===== src/rtl/core/lrq_pkg.sv =====
// ----------------------------------------------------------------------------
// lrq_pkg
// Shared codes, characters and stream field layout for the line receive queue.
// ----------------------------------------------------------------------------
package lrq_pkg;

    // Operation codes carried in the input tuser field.
    localparam logic [1:0] FUNC_RX_BYTE  = 2'd0;
    localparam logic [1:0] FUNC_RX_ERROR = 2'd1;
    localparam logic [1:0] FUNC_READ     = 2'd2;

    // Line terminators.
    localparam logic [7:0] CHAR_LF = 8'h0A;
    localparam logic [7:0] CHAR_CR = 8'h0D;

    // Field widths and bit positions on the stream ports.
    localparam int FUNC_W = 2;
    localparam int BYTE_W = 8;

    localparam int S_TDATA_W = 16;
    localparam int S_TUSER_W = 2;
    localparam int M_TDATA_W = 8;
    localparam int M_TUSER_W = 2;

    localparam int M_USER_FOUND = 0;
    localparam int M_USER_VALID = 1;

endpackage


===== src/rtl/core/line_receive_queue.sv =====
// ----------------------------------------------------------------------------
// line_receive_queue
// Assembles received bytes into text lines and queues finished lines.
// ----------------------------------------------------------------------------
// Usage:
// The input stream carries one operation per transaction, selected by s_tuser:
// a received byte (s_tdata[7:0]), a receive error, or a request to read one
// line with the reader's buffer size in s_tdata[15:8]. A CR or LF byte closes
// a non-empty line and queues it; if the queue is full the line is dropped.
// A receive error discards the line being built.
// A read pops the oldest line and sends its characters on the output stream,
// one per transaction, at most read_limit-1 of them, with m_tlast on the
// final one. An empty queue, or a limit that allows no characters, yields a
// single transaction with char_valid low and m_tlast high.
// Throughput: byte and error transactions are accepted one per cycle while
// the block is idle. A read is accepted, its length is looked up in the length
// memory, and then its characters follow one per cycle unless m_tready stalls,
// paced by the single read port of the character memory.
// While a read is in progress s_tready stays low. A stall on m_tready holds
// the output register and the character walk; nothing is lost.
// Reset clears the build length, the queue pointers and the line count; the
// memories need no clearing since an entry is read only after being written.
// ----------------------------------------------------------------------------
module line_receive_queue
    import lrq_pkg::*;
#(
    parameter int LINE_LEN    = 64,
    parameter int QUEUE_DEPTH = 4
) (
    input  logic                 aclk,
    input  logic                 aresetn,
    // Input stream.
    input  logic                 s_tvalid,
    output logic                 s_tready,
    input  logic [S_TDATA_W-1:0] s_tdata,   // [7:0] rx_data, [15:8] read_limit
    input  logic [S_TUSER_W-1:0] s_tuser,   // [1:0] func
    // Result stream.
    output logic                 m_tvalid,
    input  logic                 m_tready,
    output logic [M_TDATA_W-1:0] m_tdata,   // [7:0] char_out
    output logic [M_TUSER_W-1:0] m_tuser,   // [0] line_found, [1] char_valid
    output logic                 m_tlast
);

    // Offset bits within a slot, length bits, slot and count bits.
    localparam int OFF_W   = (LINE_LEN > 2) ? $clog2(LINE_LEN - 1) : 1;
    localparam int LEN_W   = $clog2(LINE_LEN);
    localparam int SLOT_W  = $clog2(QUEUE_DEPTH + 1);
    localparam int NSLOT   = QUEUE_DEPTH + 1;
    localparam int ADDR_W  = SLOT_W + OFF_W;
    localparam int MEM_DEPTH = NSLOT * (2 ** OFF_W);

    typedef enum logic [2:0] {
        ST_IDLE = 3'b001,
        ST_LEN  = 3'b010,
        ST_EMIT = 3'b100
    } state_t;

    // The line store holds one slot more than the queue depth. The line
    // under construction is written straight into the slot at the write
    // pointer, which is never one of the queued slots, so a finished line
    // is queued by moving the pointer instead of copying characters.
    logic [BYTE_W-1:0] char_mem [MEM_DEPTH];
    logic [LEN_W-1:0]  len_mem  [NSLOT];

    state_t              state_reg, state_next;
    logic [LEN_W-1:0]    build_len_reg, build_len_next;
    logic [SLOT_W-1:0]   wslot_reg, wslot_next;
    logic [SLOT_W-1:0]   rslot_reg, rslot_next;
    logic [SLOT_W-1:0]   cur_slot_reg, cur_slot_next;
    logic [SLOT_W-1:0]   held_reg, held_next;
    logic                found_reg, found_next;
    logic [BYTE_W-1:0]   cap_reg, cap_next;
    logic [LEN_W-1:0]    len_reg, len_next;
    logic [OFF_W-1:0]    idx_reg, idx_next;

    logic                out_valid_reg, out_valid_next;
    logic [BYTE_W-1:0]   out_char_reg, out_char_next;
    logic                out_found_reg, out_found_next;
    logic                out_cvalid_reg, out_cvalid_next;
    logic                out_last_reg, out_last_next;

    // Memory ports.
    logic                char_wr_en;
    logic [ADDR_W-1:0]   char_wr_addr;
    logic [BYTE_W-1:0]   char_wr_data;
    logic                char_rd_en;
    logic [ADDR_W-1:0]   char_rd_addr;
    logic [BYTE_W-1:0]   char_q;
    logic                len_wr_en;
    logic                len_rd_en;
    logic [LEN_W-1:0]    len_q;

    logic [FUNC_W-1:0]   in_func;
    logic [BYTE_W-1:0]   in_byte;
    logic [BYTE_W-1:0]   in_limit;
    logic                in_accept;
    logic                out_free;
    logic                is_term;
    logic [LEN_W-1:0]    eff_len;
    logic                emit_last;

    assign in_func   = s_tuser[FUNC_W-1:0];
    assign in_byte   = s_tdata[BYTE_W-1:0];
    assign in_limit  = s_tdata[2*BYTE_W-1:BYTE_W];
    assign s_tready  = (state_reg == ST_IDLE);
    assign in_accept = s_tvalid && s_tready;
    assign out_free  = !out_valid_reg || m_tready;
    assign is_term   = (in_byte == CHAR_LF) || (in_byte == CHAR_CR);

    // Popped length limited by the reader's buffer size.
    always_comb begin
        if (!found_reg) begin
            eff_len = '0;
        end else if (BYTE_W'(len_q) > cap_reg) begin
            eff_len = cap_reg[LEN_W-1:0];
        end else begin
            eff_len = len_q;
        end
    end

    assign emit_last = ((LEN_W'(idx_reg) + LEN_W'(1)) == len_reg);

    function automatic logic [SLOT_W-1:0] slot_inc(input logic [SLOT_W-1:0] s);
        if (s == SLOT_W'(NSLOT - 1)) begin
            return '0;
        end
        return s + SLOT_W'(1);
    endfunction

    always_comb begin
        state_next      = state_reg;
        build_len_next  = build_len_reg;
        wslot_next      = wslot_reg;
        rslot_next      = rslot_reg;
        cur_slot_next   = cur_slot_reg;
        held_next       = held_reg;
        found_next      = found_reg;
        cap_next        = cap_reg;
        len_next        = len_reg;
        idx_next        = idx_reg;
        out_valid_next  = out_valid_reg && !m_tready;
        out_char_next   = out_char_reg;
        out_found_next  = out_found_reg;
        out_cvalid_next = out_cvalid_reg;
        out_last_next   = out_last_reg;
        char_wr_en      = 1'b0;
        char_wr_addr    = {wslot_reg, build_len_reg[OFF_W-1:0]};
        char_wr_data    = in_byte;
        char_rd_en      = 1'b0;
        char_rd_addr    = {cur_slot_reg, idx_reg};
        len_wr_en       = 1'b0;
        len_rd_en       = 1'b0;

        case (state_reg)
            ST_IDLE: begin
                if (in_accept) begin
                    case (in_func)
                        FUNC_RX_BYTE: begin
                            if (is_term) begin
                                if (build_len_reg != '0) begin
                                    if (held_reg < SLOT_W'(QUEUE_DEPTH)) begin
                                        len_wr_en  = 1'b1;
                                        wslot_next = slot_inc(wslot_reg);
                                        held_next  = held_reg + SLOT_W'(1);
                                    end
                                    build_len_next = '0;
                                end
                            end else if (build_len_reg < LEN_W'(LINE_LEN - 1)) begin
                                char_wr_en     = 1'b1;
                                build_len_next = build_len_reg + LEN_W'(1);
                            end
                        end
                        FUNC_RX_ERROR: begin
                            build_len_next = '0;
                        end
                        FUNC_READ: begin
                            cap_next   = (in_limit == '0) ? '0 : in_limit - BYTE_W'(1);
                            state_next = ST_LEN;
                            if (held_reg != '0) begin
                                len_rd_en     = 1'b1;
                                found_next    = 1'b1;
                                cur_slot_next = rslot_reg;
                                rslot_next    = slot_inc(rslot_reg);
                                held_next     = held_reg - SLOT_W'(1);
                            end else begin
                                found_next = 1'b0;
                            end
                        end
                        default: begin
                        end
                    endcase
                end
            end
            ST_LEN: begin
                if (eff_len == '0) begin
                    // No characters to send: a single closing transaction.
                    if (out_free) begin
                        out_valid_next  = 1'b1;
                        out_char_next   = '0;
                        out_found_next  = found_reg;
                        out_cvalid_next = 1'b0;
                        out_last_next   = 1'b1;
                        state_next      = ST_IDLE;
                    end
                end else begin
                    char_rd_en   = 1'b1;
                    char_rd_addr = {cur_slot_reg, {OFF_W{1'b0}}};
                    len_next     = eff_len;
                    idx_next     = '0;
                    state_next   = ST_EMIT;
                end
            end
            ST_EMIT: begin
                // char_q holds the character at idx_reg.
                if (out_free) begin
                    out_valid_next  = 1'b1;
                    out_char_next   = char_q;
                    out_found_next  = 1'b1;
                    out_cvalid_next = 1'b1;
                    out_last_next   = emit_last;
                    if (emit_last) begin
                        state_next = ST_IDLE;
                    end else begin
                        idx_next     = idx_reg + OFF_W'(1);
                        char_rd_en   = 1'b1;
                        char_rd_addr = {cur_slot_reg, idx_reg + OFF_W'(1)};
                    end
                end
            end
            default: begin
                state_next = ST_IDLE;
            end
        endcase
    end

    // Character and length memories: one write and one registered read each.
    always_ff @(posedge aclk) begin
        if (char_wr_en) begin
            char_mem[char_wr_addr] <= char_wr_data;
        end
        if (char_rd_en) begin
            char_q <= char_mem[char_rd_addr];
        end
    end

    always_ff @(posedge aclk) begin
        if (len_wr_en) begin
            len_mem[wslot_reg] <= build_len_reg;
        end
        if (len_rd_en) begin
            len_q <= len_mem[rslot_reg];
        end
    end

    always_ff @(posedge aclk) begin
        if (!aresetn) begin
            state_reg     <= ST_IDLE;
            build_len_reg <= '0;
            wslot_reg     <= '0;
            rslot_reg     <= '0;
            held_reg      <= '0;
            out_valid_reg <= 1'b0;
        end else begin
            state_reg     <= state_next;
            build_len_reg <= build_len_next;
            wslot_reg     <= wslot_next;
            rslot_reg     <= rslot_next;
            held_reg      <= held_next;
            out_valid_reg <= out_valid_next;
        end
    end

    always_ff @(posedge aclk) begin
        cur_slot_reg   <= cur_slot_next;
        found_reg      <= found_next;
        cap_reg        <= cap_next;
        len_reg        <= len_next;
        idx_reg        <= idx_next;
        out_char_reg   <= out_char_next;
        out_found_reg  <= out_found_next;
        out_cvalid_reg <= out_cvalid_next;
        out_last_reg   <= out_last_next;
    end

    assign m_tvalid              = out_valid_reg;
    assign m_tdata               = out_char_reg;
    assign m_tuser[M_USER_FOUND] = out_found_reg;
    assign m_tuser[M_USER_VALID] = out_cvalid_reg;
    assign m_tlast               = out_last_reg;

endmodule


===== config.mk =====
export PLATFORM = sky130hd
export DESIGN_NAME = line_receive_queue
export DESIGN_NICKNAME = d
export VERILOG_FILES = /design/src/rtl/core/lrq_pkg.sv /design/src/rtl/core/line_receive_queue.sv
export SDC_FILE = /design/constraint.sdc
export NUM_CORES = 2
export LEC_CHECK = 0
export ABC_CLOCK_PERIOD_IN_PS = 4000
export BUFFER_PORTS_ARGS = -buffer_cell sky130_fd_sc_hd__buf_2
export CAP_MARGIN = 20
export CORE_ASPECT_RATIO = 0.9
export CORE_MARGIN = 8
export CORE_UTILIZATION = 55
export DETAILED_ROUTE_END_ITERATION = 7
export PLACE_DENSITY = 0.73
export SYNTH_ARGS = -nofsm -noshare
export SYNTH_HDL_FRONTEND = slang
export SYNTH_SLANG_ARGS = --single-unit

===== constraint.sdc =====
create_clock -name aclk -period 4 [get_ports aclk]
set_clock_uncertainty 0.05 [all_clocks]
set_input_delay 0 -clock aclk [delete_from_list [all_inputs] [get_ports aclk]]
set_output_delay 0 -clock aclk [all_outputs]
set_load 0.01 [all_outputs]

==> flow_summary.yaml <==
die:
  core-area_mm2: 0.1932
  die_w_um: 480.9
  io_pins: 35
  start_util_pct: 55.38
  row_count: 153
  die_h_um: 434.4
  dieArea_mm2: 0.2089
run_status:
  status: "complete, but fails checks"
  violations: "setup timing"
sta:
  setup_viol: 8
  finalHoldWorstSlack_ns: 0.08723
  max_slew_margin_pct: 16.13
  finalCritPeriodShare_pct: 125.0
  rsz0062_at_grt: "true"
  tightest_slew_ns: 1.258
  drv_slew: 0
  fin_crit_ns: 5.001
  hold_viol_final: 0
  fmax_mhz: 200.0
  setup_ws_ns: -1.001
logic_synthesis:
  ys_seq_elements: 2658
  yosys_warnings: 0
  synth_top_area_share_pct: 74.08
  synth_common_cells: "edfxtp_1 (2639), nand2_1 (1733), nand3_1 (694)"
  yosysMostFrequentCell: "edfxtp_1"
  synth_ff_type: "edfxtp_1"
  yosysSeqAreaShare_pct: 74.44
  synth_compound_area_share_pct: 7.811
  synthTopCellsByArea: "edfxtp_1 (74%), nand2_1 (6.1%), nand3_1 (3.2%)"
  synth_top_area_cell: "edfxtp_1"
  netlist_area_mm2: 0.1070
  async_reset_ff_share_pct: 0
  syn_area_per_cell_um2: 13.61
  synth_edf_count: 2639
  synthAdderAreaFrac_pct: 0.2059
  synth_top_family_by_area: "simple AND/OR/NAND/NOR gates"
  synthXorXnorAreaFrac_pct: 0.2503
  synthMuxAreaShare_pct: 1.685
  synthSimpleGateAreaFrac_pct: 12.72
  netlist_instances: 7857
  synth.distinct_cells: 100
clock_tree:
  path_clk_slew_ns: 0.06
  root_buffer: "clkbuf_16"
  tritoncts: "done"
  cts_buffers: 277
  cts_sinks: 2658
  insertion_delay_ns: 0.93
  cts_max_level: 5
  clockBufferDepth: 4
global_routing:
  first_global_vias: 70880
  grt_overflow_total: 0
  track_usage_pct: 30.19
  grt_pass1_wl_um: 468400
  antenna_found_initial: 8
  grt_max_degree: 182
power_and_ir_drop:
  p_per_area_mw_per_mm2: 440.2
  ir_drop_mv: 0.5048
  power_leakage_nw: 44.19
detailed_routing:
  num_vias: 73770
  firstDrtPassIters: 8
  route.met3.wl_um: 43860
  top_layer_used: "met5"
  drc: 0
  via_per_inst: 6.463
  wirelength_um: 326400
  routedWlPerCell_um: 28.60
  met2WireLength_um: 146900
  ant_nets: 0
  drt_iter0_drc: 11120
  wl_met1_um: 116300
flow_run:
  cap_violations: 0
cells_and_area:
  nets: 8702
  drive_gt1_share_pct: 19.68
  area_growth_pct: 20.17
  post-route-util_pct: 66.55
  largest_reg_flops: 2560
  regMostFlops: "char_mem"
  stdcell_count: 11410
  reg_top3: "char_mem: 2560 flops, len_mem: 30 flops"
setup_path:
  critPathLaunchType: "flop"
  reg2reg_from: "cap_reg[5]"
  worst_r2r_endpoint: "char_q[3]"
  worstPathRequired_ns: 4.58
  cp-end-kind: "flop"
  reg2reg_depth: 21
  arrival_ns: 5.58
  path_max_fanout: 5
  r2r_setup_slack_ns: -1.00
  path_class: "flop to flop"
placed_design:
  dpl.hpwl_um: 193300
  portBuffers: 34
  gp_congestion: 0.9376
  pre_cts_slack_ns: -1.126
  dp_cells: 10740
min_path:
  hold_end: "build_len_reg[4]"
  min_path_type: "input port to flop"
  holdPathStages: 5
  hp-start: "s_tuser[1]"
-- report_power, final --
part	leakage, nW	internal [mW]	switching [mW]
registers	23.9	30.6	0.0165
clock network	4.13	14.2	10.5
logic	16.1	0.300	0.927
-- placed cells by master (no fill, tap or decap), types with 94 or more instances in the layout --
cell and n:
nor2_1 435, o21ai_0 94, edfxtp_1 2639, nand2_1 1713, buf_4 725, buf_12 117, a21oi_1 172, a211oi_1 114
a31oi_1 182, clkbuf_16 291, mux2i_1 98, nand3_1 678
-- per-layer routing --
metal / track usage, % / up-vias
met5: 0 / -
met1: 40.41 / 36070
met4: 15.99 / 4
met3: 7.781 / 1031
met2: 45.96 / 5508
li1: - / 31160
-- stage by stage --
step	power, mW	instance area (µm²)	setup TNS, ns
finish	56.59	128600	-6.533
global route	57.62	128500	-7.201
CTS	56.47	127000	-4.628
detailed placement	32.32	115300	-8.258
global placement	32.29	115300	-8.346
floorplan	31.53	107100	0
-- kinds of logic after synthesis --
group,Yosys count
XOR/XNOR,22
flip-flops,2658
AO/OA/AOI/OAI,1182
buffers and inverters,617
AND/OR/NAND/NOR,3194
adder cells (fa/ha/maj),17
other,1
multiplexers,166
-- what timing repair did --
action | in CTS | in global routing
hold buffers | 53 | 0
gates resized for setup | 284 | 217
gates cloned | 24 | 4
setup buffers | 78 | 57
setup endpoints to repair | 8 | 306
pin swaps | 85 | 68
hold endpoints to repair | 1175 | 0
-- final cells by class --
cell class | count | area, µm²
multi-input combinational | 4621 | 26350
inverter | 71 | 267.8
sequential | 2658 | 79630
tap | 2557 | 3199
fill | 12530 | 64610
clock inverter | 133 | 1097
clock buffer | 333 | 7365
antenna | 7 | 17.52
timing repair buffer | 1034 | 10620
-- worst max path at each step --
stage                     startpoint         to  slack [ns]
after floorplan             len_q[3]  char_q[6]        0.05
after global placement    cap_reg[5]  char_q[3]       -1.19
after detailed placement  cap_reg[5]  char_q[3]       -1.13
after CTS                 cap_reg[2]  char_q[3]       -0.60
after global routing      cap_reg[5]  char_q[3]       -1.01
final                     cap_reg[5]  char_q[3]       -1.00
-- worst max-delay path, cell delays in order, from the launching register on --
cell,delay (ns)
edfxtp_1,0.43
inv_2,0.11
ha_4,0.21
and4_4,0.18
a311o_1,0.31
buf_4,0.16
and2_4,0.16
o31ai_4,0.21
buf_12,0.16
buf_8,0.11
a21oi_4,0.06
buf_6,0.15
buf_12,0.13
buf_12,0.13
buf_16,0.14
or4_4,0.52
o2111ai_4,0.11
o21ai_2,0.12
a2111oi_4,0.69
a41oi_2,0.12
o211ai_1,0.35
o41ai_2,0.10
Power figures use the tool's default switching activity.
